===== src/hdl/ffba_pkg.sv =====
// types and constants shared by the first-fit block allocator modules
// no dependencies
`default_nettype none

package ffba_pkg;

    localparam int ADDR_W   = 24;
    localparam int STATUS_W = 3;

    localparam logic MODE_ALLOC = 1'b0;
    localparam logic MODE_FREE  = 1'b1;

    localparam logic [STATUS_W-1:0] ST_OK          = 3'd0;
    localparam logic [STATUS_W-1:0] ST_IGNORED     = 3'd1;
    localparam logic [STATUS_W-1:0] ST_NO_SPACE    = 3'd2;
    localparam logic [STATUS_W-1:0] ST_DOUBLE_FREE = 3'd3;
    localparam logic [STATUS_W-1:0] ST_UNKNOWN     = 3'd4;

    localparam logic [ADDR_W-1:0] ADDR_MAX = 24'hFF_FFFF;

    typedef struct packed {
        logic              mode;
        logic [ADDR_W-1:0] req_size;
        logic [ADDR_W-1:0] free_addr;
    } req_t;

    typedef struct packed {
        logic [STATUS_W-1:0] status;
        logic [ADDR_W-1:0]   addr;
    } rsp_t;

    // one row of the block table
    typedef struct packed {
        logic              free;
        logic [ADDR_W-1:0] size;
        logic [ADDR_W-1:0] start;
    } entry_t;

    typedef struct packed {
        logic load;
        logic step;
        logic commit;
    } cmd_t;

    typedef struct packed {
        logic done;
        logic out_busy;
    } sts_t;

endpackage

`default_nettype wire


===== src/hdl/ffba_ram.sv =====
// generic single write port, single read port ram with registered read
// no dependencies
`default_nettype none

module ffba_ram #(
    parameter int WIDTH = 8,
    parameter int DEPTH = 64
) (
    input  wire logic                     clk,
    input  wire logic                     we,
    input  wire logic [$clog2(DEPTH)-1:0] waddr,
    input  wire logic [WIDTH-1:0]         wdata,
    input  wire logic [$clog2(DEPTH)-1:0] raddr,
    output logic      [WIDTH-1:0]         rdata
);

    logic [WIDTH-1:0] mem [DEPTH];

    always_ff @(posedge clk)
    begin
        if (we)
        begin
            mem[waddr] <= wdata;
        end
        rdata <= mem[raddr];
    end

endmodule

`default_nettype wire


===== src/hdl/ffba_ctrl.sv =====
// sequencer for the allocator: accept, walk the table, hand the result over
// depends on ffba_pkg
`default_nettype none

module ffba_ctrl (
    input  wire logic          clk,
    input  wire logic          rst_n,
    input  wire logic          req_valid,
    output logic               req_stall,
    input  wire ffba_pkg::sts_t sts,
    output ffba_pkg::cmd_t     cmd
);
    import ffba_pkg::*;

    typedef enum logic {
        S_IDLE,
        S_SCAN
    } state_t;

    state_t state_reg;
    state_t state_next;

    always_comb
    begin
        cmd.load   = (state_reg == S_IDLE) && req_valid;
        cmd.step   = (state_reg == S_SCAN) && !sts.done;
        cmd.commit = (state_reg == S_SCAN) && sts.done && !sts.out_busy;
        req_stall  = (state_reg != S_IDLE);

        state_next = state_reg;
        unique case (state_reg)
            S_IDLE:
            begin
                if (cmd.load)
                begin
                    state_next = S_SCAN;
                end
            end
            S_SCAN:
            begin
                if (cmd.commit)
                begin
                    state_next = S_IDLE;
                end
            end
            default:
            begin
                state_next = S_IDLE;
            end
        endcase
    end

    always_ff @(posedge clk or negedge rst_n)
    begin
        if (!rst_n)
        begin
            state_reg <= S_IDLE;
        end
        else
        begin
            state_reg <= state_next;
        end
    end

endmodule

`default_nettype wire


===== src/hdl/ffba_dp.sv =====
// datapath: request registers, table walk, heap bookkeeping, result register
// depends on ffba_pkg and ffba_ram
`default_nettype none

module ffba_dp #(
    parameter int MAX_BLOCKS   = 64,
    parameter int HEADER_BYTES = 24,
    parameter int HEAP_BASE    = 16
) (
    input  wire logic                      clk,
    input  wire logic                      rst_n,
    input  wire ffba_pkg::cmd_t            cmd,
    output ffba_pkg::sts_t                 sts,
    input  wire ffba_pkg::req_t            req,
    input  wire logic                      cfg_we,
    input  wire logic [ffba_pkg::ADDR_W-1:0] cfg_wdata,
    output logic                           rsp_valid,
    input  wire logic                      rsp_stall,
    output ffba_pkg::rsp_t                 rsp
);
    import ffba_pkg::*;

    localparam int AW = $clog2(MAX_BLOCKS);
    localparam int CW = $clog2(MAX_BLOCKS + 1);
    localparam logic [CW-1:0]       COUNT_MAX = CW'(MAX_BLOCKS);
    localparam logic [ADDR_W-1:0]   HDR       = ADDR_W'(HEADER_BYTES);
    localparam logic [ADDR_W-1:0]   BASE      = ADDR_W'(HEAP_BASE);

    // request captured at accept
    logic              mode_reg;
    logic [ADDR_W-1:0] want_reg;
    logic [ADDR_W:0]   target_reg;
    logic [ADDR_W:0]   need_reg;
    logic              ignored_reg;

    // heap bookkeeping
    logic [ADDR_W-1:0] limit_reg;
    logic [ADDR_W-1:0] heap_top_reg;
    logic [ADDR_W-1:0] used_reg;
    logic [CW-1:0]     count_reg;
    logic              grow_ok_reg;

    // table walk
    logic [CW-1:0]     rd_idx_reg;
    logic              cmp_valid_reg;
    logic [AW-1:0]     cmp_idx_reg;
    logic              first_reg;
    logic              found_reg;
    logic [AW-1:0]     found_idx_reg;
    entry_t            found_ent_reg;

    logic              rsp_valid_reg;
    rsp_t              rsp_reg;

    entry_t            ram_rdata;
    logic              match;
    logic              exhausted;
    logic [ADDR_W+1:0] used_sum;
    logic [ADDR_W+1:0] top_sum;

    logic              wr_en;
    logic [AW-1:0]     wr_addr;
    entry_t            wr_ent;
    logic              append;
    rsp_t              res;

    ffba_ram #(
        .WIDTH ($bits(entry_t)),
        .DEPTH (MAX_BLOCKS)
    ) u_table (
        .clk   (clk),
        .we    (wr_en),
        .waddr (wr_addr),
        .wdata (wr_ent),
        .raddr (rd_idx_reg[AW-1:0]),
        .rdata (ram_rdata)
    );

    always_comb
    begin
        if (mode_reg == MODE_ALLOC)
        begin
            match = cmp_valid_reg && ram_rdata.free && (ram_rdata.size >= want_reg);
        end
        else
        begin
            // a target below the header size wraps negative and never matches
            match = cmp_valid_reg && ({1'b0, ram_rdata.start} == target_reg);
        end
        exhausted = !cmp_valid_reg && (rd_idx_reg >= count_reg);
        used_sum  = (ADDR_W+2)'(used_reg) + (ADDR_W+2)'(need_reg);
        top_sum   = (ADDR_W+2)'(heap_top_reg) + (ADDR_W+2)'(need_reg);

        sts.done     = !first_reg && (ignored_reg || found_reg || exhausted);
        sts.out_busy = rsp_valid_reg && rsp_stall;
    end

    // outcome of the request once the walk is over
    always_comb
    begin
        wr_en      = 1'b0;
        wr_addr    = found_idx_reg;
        wr_ent     = found_ent_reg;
        append     = 1'b0;
        res.status = ST_OK;
        res.addr   = '0;
        priority if (ignored_reg)
        begin
            res.status = ST_IGNORED;
        end
        else if (found_reg)
        begin
            if (mode_reg == MODE_ALLOC)
            begin
                wr_en       = 1'b1;
                wr_ent.free = 1'b0;
                res.addr    = found_ent_reg.start + HDR;
            end
            else if (found_ent_reg.free)
            begin
                res.status = ST_DOUBLE_FREE;
            end
            else
            begin
                wr_en       = 1'b1;
                wr_ent.free = 1'b1;
            end
        end
        else if (mode_reg == MODE_ALLOC)
        begin
            if (grow_ok_reg)
            begin
                wr_en        = 1'b1;
                append       = 1'b1;
                wr_addr      = count_reg[AW-1:0];
                wr_ent.free  = 1'b0;
                wr_ent.size  = want_reg;
                wr_ent.start = heap_top_reg;
                res.addr     = heap_top_reg + HDR;
            end
            else
            begin
                res.status = ST_NO_SPACE;
            end
        end
        else
        begin
            res.status = ST_UNKNOWN;
        end
        wr_en  = wr_en && cmd.commit;
        append = append && cmd.commit;
    end

    always_ff @(posedge clk)
    begin
        if (cmd.load)
        begin
            mode_reg    <= req.mode;
            want_reg    <= req.req_size;
            target_reg  <= (ADDR_W+1)'(req.free_addr) - (ADDR_W+1)'(HDR);
            need_reg    <= (ADDR_W+1)'(req.req_size) + (ADDR_W+1)'(HDR);
            ignored_reg <= (req.mode == MODE_ALLOC) ? (req.req_size == '0)
                                                    : (req.free_addr == '0);
        end
        if (cmd.step)
        begin
            cmp_idx_reg <= rd_idx_reg[AW-1:0];
            if (match && !found_reg)
            begin
                found_idx_reg <= cmp_idx_reg;
                found_ent_reg <= ram_rdata;
            end
        end
        if (cmd.commit)
        begin
            rsp_reg <= res;
        end
    end

    always_ff @(posedge clk or negedge rst_n)
    begin
        if (!rst_n)
        begin
            limit_reg     <= ADDR_MAX;
            heap_top_reg  <= BASE;
            used_reg      <= '0;
            count_reg     <= '0;
            grow_ok_reg   <= 1'b0;
            rd_idx_reg    <= '0;
            cmp_valid_reg <= 1'b0;
            first_reg     <= 1'b0;
            found_reg     <= 1'b0;
            rsp_valid_reg <= 1'b0;
        end
        else
        begin
            if (cfg_we)
            begin
                limit_reg <= cfg_wdata;
            end
            grow_ok_reg <= (used_sum <= (ADDR_W+2)'(limit_reg))
                        && (top_sum <= (ADDR_W+2)'(ADDR_MAX))
                        && (count_reg < COUNT_MAX);
            first_reg <= cmd.load;
            if (cmd.load)
            begin
                rd_idx_reg    <= '0;
                cmp_valid_reg <= 1'b0;
                found_reg     <= 1'b0;
            end
            else if (cmd.step)
            begin
                if (rd_idx_reg < count_reg)
                begin
                    rd_idx_reg <= rd_idx_reg + 1'b1;
                end
                cmp_valid_reg <= (rd_idx_reg < count_reg);
                if (match)
                begin
                    found_reg <= 1'b1;
                end
            end
            if (append)
            begin
                count_reg    <= count_reg + 1'b1;
                heap_top_reg <= top_sum[ADDR_W-1:0];
                used_reg     <= used_sum[ADDR_W-1:0];
            end
            if (cmd.commit)
            begin
                rsp_valid_reg <= 1'b1;
            end
            else if (!rsp_stall)
            begin
                rsp_valid_reg <= 1'b0;
            end
        end
    end

    assign rsp_valid = rsp_valid_reg;
    assign rsp       = rsp_reg;

    a_count_bound: assert property (@(posedge clk) disable iff (!rst_n)
        count_reg <= COUNT_MAX)
        else $error("block count above table depth");

    a_addr_zero: assert property (@(posedge clk) disable iff (!rst_n)
        rsp_valid_reg && (rsp_reg.status != ST_OK) |-> rsp_reg.addr == '0)
        else $error("nonzero address on a failed request");

    a_heap_track: assert property (@(posedge clk) disable iff (!rst_n)
        heap_top_reg == used_reg + BASE)
        else $error("heap top and used bytes disagree");

    a_commit_room: assert property (@(posedge clk) disable iff (!rst_n)
        cmd.commit |-> !(rsp_valid_reg && rsp_stall))
        else $error("result overwrites a stalled beat");

    a_append_once: assert property (@(posedge clk) disable iff (!rst_n)
        append |=> count_reg == $past(count_reg) + 1'b1)
        else $error("append did not grow the table");

endmodule

`default_nettype wire


===== src/hdl/first_fit_block_allocator.sv =====
// top level of the first-fit block allocator: controller plus datapath
// depends on ffba_pkg, ffba_ctrl, ffba_dp (and ffba_ram below it)
//
// usage:
//   request channel req_valid/req_stall/req carries one beat per request:
//   mode 0 allocates req_size payload bytes, mode 1 frees payload address
//   free_addr. each request gives exactly one beat on rsp_valid/rsp_stall/rsp
//   with a status code and, for a successful allocate, the payload address.
//   the heap limit is to be written through cfg_we/cfg_wdata by the user only
//   while the block is idle; the block itself does not enforce this. the table
//   lives in one ram with a single read port and is walked one entry per cycle
//   from entry 0; the walk stops at the first fitting or matching block or at
//   the end of the table (count blocks, at most MAX_BLOCKS); a zero size or
//   null request is answered without a search. the next request can be taken
//   in the cycle after the result is written into the output register.
//   one request is in work at a time; req_stall is high from accept until the
//   result is written into the output register.
//   a new request is taken while a result still waits in the output register;
//   when rsp_stall holds a result, the next one waits inside the block.
//   reset empties the table, sets the heap top to HEAP_BASE and the limit to
//   its full value; the table ram itself is not cleared.
`default_nettype none

module first_fit_block_allocator #(
    parameter int MAX_BLOCKS   = 64,
    parameter int HEADER_BYTES = 24,
    parameter int HEAP_BASE    = 16
) (
    input  wire logic                        clk,
    input  wire logic                        rst_n,
    input  wire logic                        req_valid,
    output logic                             req_stall,
    input  wire ffba_pkg::req_t              req,
    output logic                             rsp_valid,
    input  wire logic                        rsp_stall,
    output ffba_pkg::rsp_t                   rsp,
    input  wire logic                        cfg_we,
    input  wire logic [ffba_pkg::ADDR_W-1:0] cfg_wdata
);
    import ffba_pkg::*;

    cmd_t cmd;
    sts_t sts;

    ffba_ctrl u_ctrl (
        .clk       (clk),
        .rst_n     (rst_n),
        .req_valid (req_valid),
        .req_stall (req_stall),
        .sts       (sts),
        .cmd       (cmd)
    );

    ffba_dp #(
        .MAX_BLOCKS   (MAX_BLOCKS),
        .HEADER_BYTES (HEADER_BYTES),
        .HEAP_BASE    (HEAP_BASE)
    ) u_dp (
        .clk       (clk),
        .rst_n     (rst_n),
        .cmd       (cmd),
        .sts       (sts),
        .req       (req),
        .cfg_we    (cfg_we),
        .cfg_wdata (cfg_wdata),
        .rsp_valid (rsp_valid),
        .rsp_stall (rsp_stall),
        .rsp       (rsp)
    );

endmodule

`default_nettype wire


===== config.mk =====
export PLATFORM = sky130hd
export DESIGN_NAME = first_fit_block_allocator
export DESIGN_NICKNAME = d
export VERILOG_FILES = /design/src/hdl/ffba_pkg.sv /design/src/hdl/ffba_ram.sv /design/src/hdl/ffba_ctrl.sv /design/src/hdl/ffba_dp.sv /design/src/hdl/first_fit_block_allocator.sv
export SDC_FILE = /design/constraint.sdc
export NUM_CORES = 2
export LEC_CHECK = 0
export BUFFER_PORTS_ARGS = -buffer_cell sky130_fd_sc_hd__clkbuf_2
export CORE_MARGIN = 2
export CORE_UTILIZATION = 35
export DETAILED_ROUTE_END_ITERATION = 16
export PLACE_DENSITY = 0.48
export SYNTH_ARGS = -nofsm -noshare
export SYNTH_HDL_FRONTEND = slang
export SYNTH_SLANG_ARGS = --single-unit

===== constraint.sdc =====
create_clock -name clk -period 6.85 [get_ports clk]
set_input_delay 0.3425 -clock clk [delete_from_list [all_inputs] [get_ports clk]]
set_output_delay 0.3425 -clock clk [all_outputs]
set_load 0.01 [all_outputs]

# Yosys cells after proc, flatten, opt, wreduce, memory -nomap -nowiden
# Memory sizes are Yosys's and may differ from the RTL's. A register that Yosys moved wholly into a read port is not among the register bits.
# Index checks and enable logic that the tools add are counted.
dict set report totals {
  ff_bits 256
  latchBits 0
  ram_bits 3136
  mem_bits_ro 0
  inputBits 78
  out_inout_bits 29
  elab_cells 114
  memories 1
}
dict set report op_classes {
  add_sub_neg 8
  mul 0
  div 0
  n_lt_le_gt_ge 6
  n_eq_ne 2
  n_shift 0
  muxes 43
  n_bitwise 1
  n_reduce_logical 30
}
# memory depth width rd rd_clocked_by_memory_dff wr line_no
set mem_list {}
lappend mem_list {u_dp.u_table.mem 64 49 1 1 1 ffba_ram.sv:17} ;# logic [WIDTH-1:0] mem [DEPTH];
# op count
set op_table {}
lappend op_table {{49-bit two-way mux} 3}
lappend op_table {{24-bit two-way mux} 3}
lappend op_table {{24-bit by 25-bit adder with 26-bit output} 2}
lappend op_table {{24-bit by 5-bit adder with 24-bit output (second input constant)} 2}
lappend op_table {{24-bit zero test} 2}
lappend op_table {{48-bit two-way mux} 1}
lappend op_table {{27-bit two-way mux} 1}
lappend op_table {{26-bit by 24-bit <= comparator with 1-bit output} 1}
lappend op_table {{26-bit by 24-bit <= comparator with 1-bit output (second input constant)} 1}
lappend op_table {{24-bit by 5-bit adder with 25-bit output (second input constant)} 1}
lappend op_table {{24-bit by 25-bit equality test with 1-bit output} 1}
lappend op_table {{24-bit by 5-bit subtractor with 25-bit output (second input constant)} 1}
lappend op_table {{24-bit >= comparator} 1}
lappend op_table {{6-bit two-way mux} 4}
lappend op_table {{1-bit two-way mux} 23}
lappend op_table {{7-bit two-way mux} 3}
lappend op_table {{1-bit logical AND} 15}
lappend op_table {{7-bit by 1-bit adder with 7-bit output (second input constant)} 2}
lappend op_table {{7-bit >= comparator} 1}
lappend op_table {{7-bit less-than comparator} 1}
lappend op_table {{7-bit less-than comparator (second input constant)} 1}
lappend op_table {{3-bit two-way mux} 2}
lappend op_table {{2-bit AND reduction} 3}
lappend op_table {{2-bit nonzero test} 3}
lappend op_table {{6 further kinds} 12}

# Depth between registers and ports, before layout
dict set report logic_depth {
  ltp_word 9
  depth_mapped 18
  mapped_depth_nobuf 18
}

# Modules after synthesis
# From an unflattened synthesis, not the netlist that was laid out.
dict set report hier_totals {
  hier_cells 6732
  hier_area_um2 134654.1
}
# module n_inst cells_each area_per_inst_um2 seq_area_each_um2
set modules_own_cells {}
lappend modules_own_cells {ffba_ram 1 5283 119992.6 95151.3}
lappend modules_own_cells {ffba_dp 1 1443 14606.5 7143.1}
lappend modules_own_cells {ffba_ctrl 1 6 55.1 25.0}

# Least setup slack after synthesis
# No wires, ideal clock.
dict set report synth_path {
  path_kind {register to register}
  start {reg u_dp.rd_idx_reg[0]}
  end {mem u_dp.u_table.mem[22][0] (netlist name), enable pin}
  setup_time_ns 0.456
  arrival_ns 5.124
  t_required_ns 6.394
  setup_slack_ns 1.270
  path_stages_with_launch 15
  n_path_buf 4
  period_less_slack_ns 5.580
  path_cell_list {dfrtp_1 clkbuf_1 buf_6 buf_6 buf_2 inv_1 ha_1 nand2b_1 a21o_1 a21oi_1 o41ai_1 o211ai_1 a2111oi_2 nand2_1 nor2_1}
}
dict set report synth_via {
  elab_chain_len 9
}
# element line_no
set synth_rtl {}
lappend synth_rtl {{from (decl)} ffba_dp.sv:44} ;# logic [CW-1:0] rd_idx_reg;
lappend synth_rtl {{from (signal assigned)} ffba_dp.sv:215} ;# rd_idx_reg <= rd_idx_reg + 1'b1;
lappend synth_rtl {{7-bit >= comparator} ffba_dp.sv:90} ;# exhausted = !cmp_valid_reg && (rd_idx_reg >= count_reg);
lappend synth_rtl {{1-bit logical AND} ffba_dp.sv:90}
lappend synth_rtl {{1-bit logical OR} ffba_dp.sv:94} ;# sts.done = !first_reg && (ignored_reg || found_reg || exhausted);
lappend synth_rtl {{1-bit logical AND} ffba_dp.sv:94}
lappend synth_rtl {{1-bit logical AND (2 in series)} ffba_ctrl.sv:27} ;# cmd.commit = (state_reg == S_SCAN) && sts.done && !sts.out_busy;
lappend synth_rtl {{1-bit logical AND} ffba_dp.sv:150} ;# wr_en = wr_en && cmd.commit;
lappend synth_rtl {{1-bit two-way mux} ffba_ram.sv:21} ;# if (we)
lappend synth_rtl {{1-bit two-way mux (not written as such)} ffba_ram.sv:23} ;# mem[waddr] <= wdata;
lappend synth_rtl {{to (decl)} ffba_ram.sv:17}
# No other way between the ends.

# Worst setup path after layout
dict set report layout_path {
  start {reg u_dp.rd_idx_reg[1]}
  end {mem u_dp.u_table.mem[34][36] (netlist name), enable pin}
}
# The elaborated chain is that of the path after synthesis.

==> flow_summary.json <==
{
  "clk_latency_ps": 950,
  "grt_pass1_wl_mm": 540.9,
  "reg2reg_slack_ps": 1220,
  "initial_utilization": 0.3518,
  "area_growth_pct": 15.38,
  "num_rows": 227,
  "min_period_ps": 5632,
  "ir_drop_uv": 257.3,
  "worst_slew_margin_rel": 0.1316,
  "power_density_nw_per_um2": 353.9,
  "hold_end": "u_dp.rsp_valid",
  "grt_antenna_before_repair": 50,
  "first_pass_iters": 5,
  "maxCapViolCount": 0,
  "io_pins": 107,
  "whs_path_depth": 3,
  "synth_edf_count": 3297,
  "crit_arrival_ps": 6190,
  "port_buffers": 106,
  "core-area_um2": 382300,
  "crit_slowest_cell": "o41ai_1",
  "drive_gt1_frac": 0.2919,
  "drtAntennaViolNets": 0,
  "grt_pass1_vias": 65860,
  "min_path_type": "in -> reg",
  "synthTopCellsByArea": "edfxtp_1 74%, mux4_2 17%, dfrtp_1 1.2%, ha_1 1.0%, nand2_1 0.75%",
  "end_kind": "flop",
  "max_clock_freq_ghz": 0.1776,
  "r2r_cells": 9,
  "yosysSeqAreaShare": 0.7608,
  "rsz0062_at_grt": "no",
  "syn-num-nets": 6193,
  "power.leakage_nw": 47.85,
  "crit_buf_inv": 1,
  "largest_reg_flops": 3136,
  "cts.repair.resized": 0,
  "cts_root_buffer": "clkbuf_16",
  "synth_top_area_share": 0.7362,
  "cpPeakStageDelay_ps": 900,
  "tritoncts": "done",
  "min_from": "rsp_stall",
  "vias": 64870,
  "ys_types": 69,
  "maxSlewViolCount": 0,
  "routed_wl_mm": 391.9,
  "drc": 0,
  "synth_seq_cells": 3438,
  "critPathMaxFanout": 39,
  "startpoint_type": "flop",
  "seqCellArea_um2": 102300,
  "die_w_um": 623.9,
  "clkTransAtPathRegs_ps": 60,
  "die_y_um": 623.9,
  "setup_viol": 0,
  "cts_sinks": 3438,
  "skew_ps": 58.21,
  "drt-initial-drc-count": 7334,
  "reg2reg_to": "u_dp.u_table.mem[34][36]",
  "nFillCells": 33440,
  "dpl.hpwl_mm": 233.7,
  "crit_chain": "ha_1 > a21o_1 > a21oi_1 > o41ai_1 > o211ai_1 > a2111oi_2 > nand2_1 > nor2_4 > buf_4",
  "status": "complete, no violations",
  "path_class": "reg -> reg",
  "worstPathRequired_ps": 7410,
  "grt_overflow": 0,
  "grtUsageTotal": 0.1991,
  "path_depth": 9,
  "syn_inst": 6004,
  "nets": 6690,
  "ys_warn_count": 0,
  "synth-async-reset-ratio": 0.02676,
  "r2r-start": "u_dp.rd_idx_reg[1]",
  "htreeDepth": 5,
  "multiInputGateArea_um2": 31550,
  "viasPerCell": 5.468,
  "yosysTopAreaCell": "edfxtp_1",
  "hold_violations": 0,
  "cts_buffers": 366,
  "cts.path.max_buffers": 4,
  "min_period_over_period": 0.8222,
  "grt_max_degree": 121,
  "place_ws_ps": 1287,
  "post_cts.repair.setup_buffers": 0,
  "gp_congestion": 0.8318,
  "die_area_um2": 389200,
  "syn_area_um2": 134500,
  "layout_common_cells": "3297 x edfxtp_1, 1029 x mux4_2, 372 x clkbuf_16, 250 x nand2_1, 184 x buf_4",
  "worstMarginPinSlew_ps": 1303,
  "setup_ws_ps": 1218,
  "ys.flop_type": "edfxtp_1",
  "fin_tns_setup_ps": 0,
  "synth.avg_cell_area_um2": 22.40,
  "layout_commonest_cell": "edfxtp_1",
  "post_drt_wl_per_cell_um": 33.03,
  "critPathTopFamily": "compound AO/OA/AOI/OAI gates"
}
-- kinds of logic (layout without fill, tap and decap cells) --
logic type / Yosys count / after routing / synth area share
other cells: 0 / 13 / 0
flops: 3438 / 3438 / 0.7608
compound gates: 312 / 312 / 0.01459
fa+ha+maj: 111 / 111 / 0.01044
simple gates: 599 / 599 / 0.02026
buf+inv: 362 / 1171 / 0.01145
mux: 1038 / 1038 / 0.1731
xor+xnor: 144 / 144 / 0.009378
-- tightest hold or removal path, delay by kind of cell --
kind / cells / cell delay (ps)
AND/OR/NAND/NOR: 2 / 540
buffers and inverters: 1 / 70
-- cell usage after synthesis, drive strengths merged, types with 3 or more instances --
master,n
nand2,267
a22oi,13
and3,20
a31oi,6
o31ai,14
dfrtp,67
nor3,27
o211ai,13
o21ai,118
inv,93
or2,6
a21boi,3
dfxtp,49
nor4,16
o21a,10
o21bai,5
mux2,8
nor2b,16
mux4,1029
o311ai,3
and2,12
a211o,3
a2111oi,5
nor2,129
buf,108
or3,8
xnor2,81
a21oi,56
xor2,63
ha,109
o22ai,10
nor3b,3
edfxtp,3297
clkbuf,161
a21o,27
a211oi,8
nand4,29
nand3,36
nand3b,4
and4,9
dfstp,25
nand2b,11
-- timing repair --
item	in CTS	in global routing
endpoints found under the setup margin	0	0
hold buffers	92	0
hold endpoints to repair	137	0
-- per-stage QoR --
step,instances,utilization,instance area (um^2),hold slack [ps],power [mW]
after global routing,11850,0.4058,155100,45.92,56.81
after CTS,11850,0.4058,155100,2.549,55.67
after detailed placement,11080,0.3735,142800,401.2,36.56
final,11860,0.4059,155200,104.6,54.91
after global placement,11080,0.3735,142800,395.0,36.55
after floorplan,6004,-,134500,46.91,31.85
-- metal layers --
| metal | vias up | GRT usage | wire [um] | part of all wire |
|---|---|---|---|---|
| met5 | - | 0 | 13 | 0.000033 |
| met4 | 2 | 0.04371 | 8790 | 0.022 |
| met3 | 420 | 0.02947 | 23970 | 0.061 |
| met2 | 2271 | 0.3273 | 190600 | 0.49 |
| met1 | 35810 | 0.2813 | 168500 | 0.43 |
| li1 | 26370 | - | - | - |
-- final cells by class --
| type | instances | area share |
|---|---|---|
| sequential | 3438 | 0.6595 |
| multi-input combinational | 2204 | 0.2033 |
| clock buffer | 495 | 0.06368 |
| tap | 5038 | 0.04062 |
| timing repair buffer | 398 | 0.02048 |
| clock inverter | 185 | 0.009902 |
| inverter | 93 | 0.002258 |
| antenna | 13 | 0.0002096 |
-- power by group --
part	internal (mW)	leakage [nW]	switching [mW]
registers	23.6	30.8	0.592
clock network	10.8	5.57	8.20
logic	5.18	11.5	6.53
-- how the worst max path moves through the flow --
| stage | from | endpoint | slack (ps) |
|---|---|---|---|
| after CTS | u_dp.rd_idx_reg[1] | u_dp.u_table.mem[34][40] | 1230 |
| final | u_dp.rd_idx_reg[1] | u_dp.u_table.mem[34][36] | 1220 |
| after detailed placement | u_dp.rd_idx_reg[1] | u_dp.u_table.mem[34][30] | 1290 |
| after global placement | u_dp.rd_idx_reg[1] | u_dp.u_table.mem[41][20] | 1300 |
| after global routing | u_dp.rd_idx_reg[1] | u_dp.u_table.mem[41][5] | 910 |
| after floorplan | u_dp.rd_idx_reg[0] | u_dp.u_table.mem[22][0] | 1270 |
Power figures use the tool's default switching activity.
